<file path="src/rtl/core/uhid_pkg.sv">
`timescale 1ns / 1ps

package uhid_pkg;

	localparam int REPORT_BYTES_MAX_DEF = 64;
	localparam int CHANNEL_COUNT_DEF = 16;

	localparam int S_TDATA_W = 40;
	localparam int S_TUSER_W = 3;
	localparam int M_TDATA_W = 32;
	localparam int CFG_INDEX_W = 3;
	localparam int CFG_DATA_W = 8;

	typedef enum logic [2:0] {
		ACT_START = 3'd0,
		ACT_STEP = 3'd1,
		ACT_TICK = 3'd2,
		ACT_DISCONNECT = 3'd3,
		ACT_QUEUE_OUT = 3'd4
	} action_t;

	typedef enum logic [2:0] {
		CMD_NONE = 3'd0,
		CMD_OPEN = 3'd1,
		CMD_START_IN = 3'd2,
		CMD_CLEAR_HALT = 3'd3,
		CMD_SET_REPORT = 3'd4
	} command_t;

	typedef enum logic [2:0] {
		XFER_PENDING = 3'd0,
		XFER_DONE = 3'd1,
		XFER_NAK = 3'd2,
		XFER_STALL = 3'd3,
		XFER_ERROR = 3'd4
	} xfer_t;

	typedef enum logic [1:0] {
		REQ_OK = 2'd0,
		REQ_BUSY = 2'd1,
		REQ_FAIL = 2'd2
	} req_t;

	typedef enum logic [2:0] {
		STS_OK = 3'd0,
		STS_IN_PROGRESS = 3'd1,
		STS_BUSY = 3'd2,
		STS_IO_ERROR = 3'd3,
		STS_NO_DEVICE = 3'd4,
		STS_INVALID = 3'd5,
		STS_REQ_FAILED = 3'd6
	} status_t;

	typedef enum logic [2:0] {
		REG_HS_MODE = 3'd0,
		REG_POLL_INTERVAL = 3'd1,
		REG_MIN_REPORT = 3'd2,
		REG_MAX_PACKET = 3'd3,
		REG_DEVICE_ADDR = 3'd4,
		REG_ENDPOINT_ADDR = 3'd5,
		REG_INTERFACE_NUM = 3'd6
	} reg_index_t;

	typedef enum logic [5:0] {
		ST_EXIT = 6'b000001,
		ST_INIT = 6'b000010,
		ST_POLL = 6'b000100,
		ST_WAIT = 6'b001000,
		ST_STALL = 6'b010000,
		ST_OUT = 6'b100000
	} state_t;

endpackage

</file>
<file path="src/rtl/core/usb_hid_interrupt_poll_fsm.sv">
`timescale 1ns / 1ps
// The input transfer is captured in the input register and its result in the result register, where it is offered.
// Throughput: one event per cycle while the result side takes every transfer.
// The sequencer state is updated once per event as it moves from the input to the result register.
// Reset (arst_n low, asynchronous) puts the machine in the exit state, clears the toggle,
// timer, pending out length and held channel, and loads the register defaults.

module usb_hid_interrupt_poll_fsm #(
	parameter int REPORT_BYTES_MAX = uhid_pkg::REPORT_BYTES_MAX_DEF,
	parameter int CHANNEL_COUNT = uhid_pkg::CHANNEL_COUNT_DEF
) (
	input logic clk,
	input logic arst_n,
	input logic s_tvalid,
	output logic s_tready,
	// alloc_ok, alloc_channel, start_ok, transfer_result, transfer_length,
	// request_result, report_size, zero fill
	input logic [uhid_pkg::S_TDATA_W-1:0] s_tdata,
	// action
	input logic [uhid_pkg::S_TUSER_W-1:0] s_tuser,
	output logic m_tvalid,
	input logic m_tready,
	// command, data_pid, channel, free_channel, deliver_report, report_length,
	// out_report_length, status, running, accepted, zero fill
	output logic [uhid_pkg::M_TDATA_W-1:0] m_tdata,
	input logic cfg_wen,
	input logic [uhid_pkg::CFG_INDEX_W-1:0] cfg_index,
	input logic [uhid_pkg::CFG_DATA_W-1:0] cfg_wdata
);

	localparam logic [10:0] RBM = 11'(REPORT_BYTES_MAX);
	localparam logic [6:0] CHN = 7'(CHANNEL_COUNT);

	logic hs_mode_q;
	logic [7:0] poll_interval_q;
	logic [6:0] min_report_q;
	logic [6:0] max_packet_q;
	logic [6:0] device_addr_q;
	logic [7:0] endpoint_addr_q;
	logic [7:0] interface_num_q;

	uhid_pkg::state_t st_q, st_d;
	uhid_pkg::status_t last_q, last_d;
	logic tog_q, tog_d;
	logic [3:0] hch_q, hch_d;
	logic held_q, held_d;
	logic [15:0] timer_q, timer_d;
	logic [6:0] pend_q, pend_d;

	logic valid_s1;
	logic [uhid_pkg::S_TDATA_W-1:0] data_s1;
	logic [uhid_pkg::S_TUSER_W-1:0] user_s1;
	logic out_valid_q;
	logic [uhid_pkg::M_TDATA_W-1:0] out_q;
	logic advance;

	logic alloc_ok;
	logic [3:0] alloc_channel;
	logic start_ok;
	logic [2:0] transfer_result;
	logic [6:0] transfer_length;
	logic [1:0] request_result;
	logic [15:0] report_size;

	uhid_pkg::command_t cmd;
	logic pid, freed, deliver, accepted, running;
	logic [3:0] chan;
	logic [6:0] rlen, olen;
	uhid_pkg::status_t status;
	logic [15:0] reload;

	assign alloc_ok = data_s1[0];
	assign alloc_channel = data_s1[4:1];
	assign start_ok = data_s1[5];
	assign transfer_result = data_s1[8:6];
	assign transfer_length = data_s1[15:9];
	assign request_result = data_s1[17:16];
	assign report_size = data_s1[33:18];

	assign advance = valid_s1 && (!out_valid_q || m_tready);
	assign s_tready = !valid_s1 || advance;
	assign m_tvalid = out_valid_q;
	assign m_tdata = out_q;

	always_ff @(posedge clk or negedge arst_n) begin
		if (!arst_n) begin
			hs_mode_q <= 1'b0;
			poll_interval_q <= 8'd1;
			min_report_q <= 7'd0;
			max_packet_q <= 7'd8;
			device_addr_q <= 7'd0;
			endpoint_addr_q <= 8'd129;
			interface_num_q <= 8'd0;
		end else if (cfg_wen) begin
			case (cfg_index)
				uhid_pkg::REG_HS_MODE: hs_mode_q <= cfg_wdata[0];
				uhid_pkg::REG_POLL_INTERVAL: poll_interval_q <= cfg_wdata;
				uhid_pkg::REG_MIN_REPORT: min_report_q <= cfg_wdata[6:0];
				uhid_pkg::REG_MAX_PACKET: max_packet_q <= cfg_wdata[6:0];
				uhid_pkg::REG_DEVICE_ADDR: device_addr_q <= cfg_wdata[6:0];
				uhid_pkg::REG_ENDPOINT_ADDR: endpoint_addr_q <= cfg_wdata;
				uhid_pkg::REG_INTERFACE_NUM: interface_num_q <= cfg_wdata;
				default: ;
			endcase
		end
	end

	// Addressing registers are stored but drive no output; their parity is masked to zero in the result.
	logic addr_unused;
	assign addr_unused = ^{device_addr_q, endpoint_addr_q, interface_num_q};

	always_comb begin
		if (!hs_mode_q) begin
			reload = {8'd0, poll_interval_q};
		end else if (poll_interval_q == 8'd0) begin
			reload = 16'd1;
		end else if (poll_interval_q > 8'd16) begin
			reload = 16'h8000;
		end else begin
			reload = 16'd1 << (poll_interval_q[4:0] - 5'd1);
		end
	end

	always_comb begin
		logic bad;
		logic free_on_exit;
		logic [6:0] len;
		logic [15:0] sz;

		st_d = st_q;
		last_d = last_q;
		tog_d = tog_q;
		hch_d = hch_q;
		held_d = held_q;
		timer_d = timer_q;
		pend_d = pend_q;
		cmd = uhid_pkg::CMD_NONE;
		pid = 1'b0;
		chan = 4'd0;
		freed = 1'b0;
		deliver = 1'b0;
		rlen = 7'd0;
		olen = 7'd0;
		status = last_q;
		accepted = 1'b0;
		free_on_exit = 1'b0;
		bad = ({4'd0, max_packet_q} > RBM) || (max_packet_q < min_report_q) ||
			(poll_interval_q == 8'd0) || (hs_mode_q && poll_interval_q > 8'd16);
		len = transfer_length;
		if (len > max_packet_q) begin
			len = max_packet_q;
		end
		if ({4'd0, len} > RBM) begin
			len = RBM[6:0];
		end
		sz = report_size;
		if (sz > {5'd0, RBM}) begin
			sz = {5'd0, RBM};
		end
		if (sz > 16'd127) begin
			sz = 16'd127;
		end

		case (user_s1)
			uhid_pkg::ACT_START: begin
				if (bad) begin
					status = uhid_pkg::STS_INVALID;
				end else begin
					if (held_q) begin
						freed = 1'b1;
						chan = hch_q;
						held_d = 1'b0;
					end
					st_d = uhid_pkg::ST_INIT;
					last_d = uhid_pkg::STS_OK;
					tog_d = 1'b0;
					timer_d = 16'd1;
					pend_d = 7'd0;
					status = uhid_pkg::STS_OK;
					accepted = 1'b1;
				end
			end
			uhid_pkg::ACT_STEP: begin
				free_on_exit = 1'b1;
				case (st_q)
					uhid_pkg::ST_INIT: begin
						if (alloc_ok && ({3'd0, alloc_channel} < CHN)) begin
							hch_d = alloc_channel;
							held_d = 1'b1;
							cmd = uhid_pkg::CMD_OPEN;
							chan = alloc_channel;
							timer_d = 16'd1;
							last_d = uhid_pkg::STS_OK;
							tog_d = 1'b0;
							st_d = (pend_q != 7'd0) ? uhid_pkg::ST_OUT : uhid_pkg::ST_POLL;
						end else begin
							last_d = uhid_pkg::STS_BUSY;
							st_d = uhid_pkg::ST_EXIT;
						end
					end
					uhid_pkg::ST_POLL: begin
						if (timer_q == 16'd0) begin
							cmd = uhid_pkg::CMD_START_IN;
							pid = tog_q;
							chan = hch_q;
							if (start_ok) begin
								timer_d = reload;
								last_d = uhid_pkg::STS_IN_PROGRESS;
								st_d = uhid_pkg::ST_WAIT;
							end else begin
								last_d = uhid_pkg::STS_IO_ERROR;
								st_d = uhid_pkg::ST_EXIT;
							end
						end
					end
					uhid_pkg::ST_WAIT: begin
						case (transfer_result)
							uhid_pkg::XFER_DONE: begin
								tog_d = !tog_q;
								last_d = uhid_pkg::STS_OK;
								st_d = uhid_pkg::ST_POLL;
								if (len >= min_report_q) begin
									deliver = 1'b1;
									rlen = len;
									if (pend_q != 7'd0) begin
										st_d = uhid_pkg::ST_OUT;
									end
								end
							end
							uhid_pkg::XFER_NAK: st_d = uhid_pkg::ST_POLL;
							uhid_pkg::XFER_STALL: st_d = uhid_pkg::ST_STALL;
							uhid_pkg::XFER_ERROR: begin
								last_d = uhid_pkg::STS_IO_ERROR;
								st_d = uhid_pkg::ST_EXIT;
							end
							default: ;
						endcase
					end
					uhid_pkg::ST_STALL, uhid_pkg::ST_OUT: begin
						chan = hch_q;
						if (st_q == uhid_pkg::ST_STALL) begin
							cmd = uhid_pkg::CMD_CLEAR_HALT;
							tog_d = 1'b0;
						end else begin
							cmd = uhid_pkg::CMD_SET_REPORT;
							olen = pend_q;
						end
						case (request_result)
							uhid_pkg::REQ_OK: begin
								last_d = uhid_pkg::STS_OK;
								st_d = uhid_pkg::ST_POLL;
								if (st_q == uhid_pkg::ST_OUT) begin
									pend_d = 7'd0;
								end
							end
							uhid_pkg::REQ_BUSY: last_d = uhid_pkg::STS_IN_PROGRESS;
							default: begin
								last_d = uhid_pkg::STS_REQ_FAILED;
								st_d = uhid_pkg::ST_EXIT;
							end
						endcase
					end
					default: st_d = uhid_pkg::ST_EXIT;
				endcase
				status = last_d;
			end
			uhid_pkg::ACT_TICK: begin
				if (timer_q != 16'd0) begin
					timer_d = timer_q - 16'd1;
				end
			end
			uhid_pkg::ACT_DISCONNECT: begin
				free_on_exit = 1'b1;
				st_d = uhid_pkg::ST_EXIT;
				last_d = uhid_pkg::STS_NO_DEVICE;
				deliver = 1'b1;
				status = uhid_pkg::STS_NO_DEVICE;
			end
			uhid_pkg::ACT_QUEUE_OUT: begin
				if (pend_q != 7'd0) begin
					status = uhid_pkg::STS_BUSY;
				end else begin
					pend_d = sz[6:0];
					status = uhid_pkg::STS_OK;
					accepted = 1'b1;
				end
			end
			default: ;
		endcase

		if (free_on_exit && st_d == uhid_pkg::ST_EXIT && held_d) begin
			freed = 1'b1;
			chan = hch_d;
			held_d = 1'b0;
		end
		running = (st_d != uhid_pkg::ST_EXIT);
	end

	always_ff @(posedge clk or negedge arst_n) begin
		if (!arst_n) begin
			valid_s1 <= 1'b0;
			out_valid_q <= 1'b0;
			st_q <= uhid_pkg::ST_EXIT;
			last_q <= uhid_pkg::STS_OK;
			tog_q <= 1'b0;
			hch_q <= 4'd0;
			held_q <= 1'b0;
			timer_q <= 16'd0;
			pend_q <= 7'd0;
		end else begin
			if (s_tready) begin
				valid_s1 <= s_tvalid;
			end
			if (advance) begin
				out_valid_q <= 1'b1;
				st_q <= st_d;
				last_q <= last_d;
				tog_q <= tog_d;
				hch_q <= hch_d;
				held_q <= held_d;
				timer_q <= timer_d;
				pend_q <= pend_d;
			end else if (m_tready) begin
				out_valid_q <= 1'b0;
			end
		end
	end

	always_ff @(posedge clk) begin
		if (s_tready && s_tvalid) begin
			data_s1 <= s_tdata;
			user_s1 <= s_tuser;
		end
		if (advance) begin
			out_q <= {2'b00, addr_unused & 1'b0, accepted, running, status, olen, rlen,
				deliver, freed, chan, pid, cmd};
		end
	end

	a_free_clears: assert property (@(posedge clk) disable iff (!arst_n)
		advance && freed |=> !held_q)
		else $error("held channel survives a release");

	a_report_fits: assert property (@(posedge clk) disable iff (!arst_n)
		advance && deliver && rlen != 7'd0 |-> rlen <= max_packet_q && rlen >= min_report_q)
		else $error("delivered report length out of bounds");

	a_stall_only: assert property (@(posedge clk) disable iff (!arst_n)
		!s_tready |-> valid_s1 && out_valid_q && !m_tready)
		else $error("input held off without a stalled result");

	a_start_in_poll: assert property (@(posedge clk) disable iff (!arst_n)
		advance && cmd == uhid_pkg::CMD_START_IN |->
			st_q == uhid_pkg::ST_POLL && timer_q == 16'd0)
		else $error("IN transaction started outside an expired poll");

	a_pend_bound: assert property (@(posedge clk) disable iff (!arst_n)
		{4'd0, pend_q} <= RBM)
		else $error("pending out report exceeds buffer size");

endmodule
</file>
<file path="config.mk">
export PLATFORM = sky130hd
export DESIGN_NAME = usb_hid_interrupt_poll_fsm
export DESIGN_NICKNAME = d
export VERILOG_FILES = /design/src/rtl/core/uhid_pkg.sv /design/src/rtl/core/usb_hid_interrupt_poll_fsm.sv
export SDC_FILE = /design/constraint.sdc
export NUM_CORES = 1
export LEC_CHECK = 0
export BUFFER_PORTS_ARGS = -buffer_cell sky130_fd_sc_hd__buf_2
export CORE_MARGIN = 1
export CORE_UTILIZATION = 45
export CTS_CLUSTER_DIAMETER = 150
export CTS_CLUSTER_SIZE = 28
export DETAILED_ROUTE_END_ITERATION = 16
export GPL_TIMING_DRIVEN = 1
export PLACE_DENSITY = 0.78
export SYNTH_ARGS = -nofsm -noshare
export SYNTH_HDL_FRONTEND = slang
export SYNTH_SLANG_ARGS = --single-unit
export TNS_END_PERCENT = 20
</file>
<file path="constraint.sdc">
create_clock -name clk -period 3.4 [get_ports clk]
set_input_delay 0.85 -clock clk [delete_from_list [all_inputs] [get_ports clk]]
set_output_delay 0.85 -clock clk [all_outputs]
set_load 0.02 [all_outputs]
</file>
==> results.ini <==
[outcome]
status=completed

[clock_tree]
clockBufferDepth=2
ctsRootBufferMaster=clkbuf_16
cts_hold_buf=0
path_clk_slew_ns=0.06
cts_inserted_buffers=17
cts_tree=done
post-cts-setup-buffer-count=0
clock-sinks=129
cts_max_level=4
clock_latency_ns=0.42

[place]
place_congestion=0.9516
dp.cells=918
hpwl_mm=12.21
portBuffers=83
dpl_cell_area_um2=7590

[synthesis]
synthArstFlopShare_pct=48.84
synth_area_leaders=edfxtp_1 29%, dfrtp_1 22%, ha_1 3.9%
synthCells=640
avgSynthCellArea_um2=10.58
ys.flop_type=edfxtp_1
synth_top_area_share_pct=29.28
synth_area_um2=6769
yosysSeqAreaShare_pct=52.62
yosys_warnings=0
yosys.cell_count.top_type=edfxtp_1
synth_top_area_cell=edfxtp_1
synthTopCellsByCount=66 x edfxtp_1, 60 x dfrtp_1, 52 x nand2_1
synth_edf_count=66
ys_types=64
ys_ff_latch=129

[floorplan]
die_area_um2=15540
ioPinCount=93
num_rows=44
die_y_um=124.6
initial_core_util_pct=46.40
fp.coreArea_um2=14590
die_x_um=124.6

[power_and_ir_drop]
power_density_nw_per_um2=621.8
intPower_mw=3.591
seq_power_share_pct=38.8
p_total_mw=5.143
net-switching-power_mw=1.552
p_sw_share_pct=30.18
vdd_drop_max_mv=0.3940
leakage_nw=3.439
pwr-share-comb_pct=23.2
pwr-share-clk_pct=38.0

[setup_path]
slowest_delay_ns=0.40
reg2regPathDepth=16
cp.buffers_inverters=3
cp_max_fo=8
path_cells=inv_1 > ha_1 > nor2b_1 > o21ai_1 > a21oi_1 > buf_4 > o31ai_4 > buf_6 > mux2i_1 > nor2b_1 > ha_1 > nand2_1 > nor2_1 > a21oi_2 > or3_4 > nor3b_1
path_class=flop to flop
r2r_slack_ns=0.07
cp_top_family=simple AND/OR/NAND/NOR gates
critPathArrivalTime_ns=3.60
r2r_end=m_tdata[14]
end_kind=flop
cp_slowest_cell=or3_4
required_ns=3.66
reg2reg_from=max_packet_q[1]
cp-start-kind=flop

[global_route]
grt_usage_pct=22.51
grt_pass1_vias=5314
antenna_found_initial=1
grt_overflow_total=0
grt_first_pass_wirelength_mm=27.20
grt_max_degree=38

[final_layout]
final_cell_count_no_fill=950
areaGrowthSynthToFinish_pct=22.20
regArea_um2=3562
n_antenna_cell=0
fill_cells=1219
fin_nets=833
multi_input_area_um2=3030
final_layout_size_suffix_gt1_share_pct=25.85
stdcell_area_um2=8272

[timing]
finClkSkew_ns=0.009152
clock.fmax_ghz=0.2999
hold_viol=0
tns_ns=0
relSlewSlack_pct=46.03
tightest_slew_ns=0.8095
setup_viol=0
rsz0062_at_grt=true
drv_slew=0
period_needed_ns=3.335
post-route-period-util_pct=98.08

[routing]
vias=5608
drt-total-wl_mm=16.97
viasPerCell=5.903
drcViolationCount=0
firstDrtPassIters=5
wl_per_cell_um=17.86
drt-initial-drc-count=553
final_antenna_net_count=0

[run]
cap_viol_max_count=0

[hold_path]
hold_class=primary input to async pin

logic make-up (layout without fill, tap and decap cells):
group / after synthesis / in the layout / share of synthesized area [%]
buffers and inverters: 59 / 183 / 3.678
flip-flops: 129 / 129 / 52.62
AND/OR/NAND/NOR: 228 / 228 / 17.21
multiplexers: 37 / 37 / 5.878
AO/OA/AOI/OAI: 162 / 162 / 16.28
adder cells (fa/ha/maj): 21 / 21 / 3.882
XOR/XNOR: 3 / 3 / 0.3882
other: 1 / 3 / 0.05540
final cells by class:
type	count	area share, %
tap	184	2.783
sequential	129	43.06
clock buffer	19	5.234
timing repair buffer	121	8.516
multi-input combinational	454	36.64
inverter	30	1.361
clock inverter	13	2.405
power groups by stage:
| stage | registers [mW] | logic [mW] | clock network, mW |
|---|---|---|---|
| floorplan | 1.99 | 0.734 | 0 |
| global placement | 2.01 | 1.10 | 0 |
| detailed placement | 2.02 | 1.13 | 0 |
| CTS | 1.99 | 1.17 | 1.98 |
| global route | 2.02 | 1.31 | 2.05 |
| finish | 2.00 | 1.20 | 1.95 |
worst max-delay path by stage:
stage,endpoint,start,slack (ns),cells past startpoint
floorplan,m_tdata[13],max_packet_q[3],0.02,15
global placement,m_tdata[13],max_packet_q[4],-0.08,14
detailed placement,m_tdata[14],max_packet_q[1],-0.14,16
CTS,m_tdata[14],max_packet_q[1],0.01,16
global route,m_tdata[14],max_packet_q[1],-0.06,16
finish,m_tdata[14],max_packet_q[1],0.07,16
metal layers:
metal  global-route usage, %  up-vias  part of all wire (%)
li1                        -     2604                     -
met1                   30.74     2731                    46
met3                   6.787       31                   6.6
met5                       0        -                     0
met2                   33.60      242                    46
met4                   8.505        0                   2.0
sequential cells by signal, indices dropped and copies added, names as in the netlist, 3 cells and up:
register         count
data_s1             34
hch_q                4
last_q               3
m_tdata             29
max_packet_q         7
min_report_q         7
pend_q               7
poll_interval_q      8
st_q                 6
timer_q             16
user_s1              3
layout by cell type, fill, tap and decap left out, types with 10 or more instances in the layout:
cell type,instances
nor2_1,49
nand2_1,52
ha_1,21
nor4_1,14
nand2b_1,10
dfrtp_1,60
mux2i_1,11
nor3_1,29
a21oi_1,25
mux2_2,22
o21ai_0,42
o31ai_1,17
nor2b_1,18
clkbuf_16,17
edfxtp_1,66
buf_4,37
inv_1,30
buf_2,83
through the flow:
stage / hold slack [ns] / utilization [%] / setup WS, ns
2_1_floorplan: 0.4569 / - / 0.02148
3_3_place_gp: 0.4795 / 52.02 / -0.07833
3_5_place_dp: 0.4932 / 52.02 / -0.1395
4_1_cts: 0.3966 / 56.55 / 0.01302
5_1_grt: 0.4178 / 56.70 / -0.05674
6_report: 0.3996 / 56.70 / 0.06529
timing repair:
| item | 4_1_cts | 5_1_grt |
|---|---|---|
| cloned | 0 | 0 |
| pin swaps | 3 | 1 |
| setup endpoints to repair | 8 | 10 |
| gates resized for setup | 8 | 6 |
Note: power is estimated with default switching activity, not from simulation.
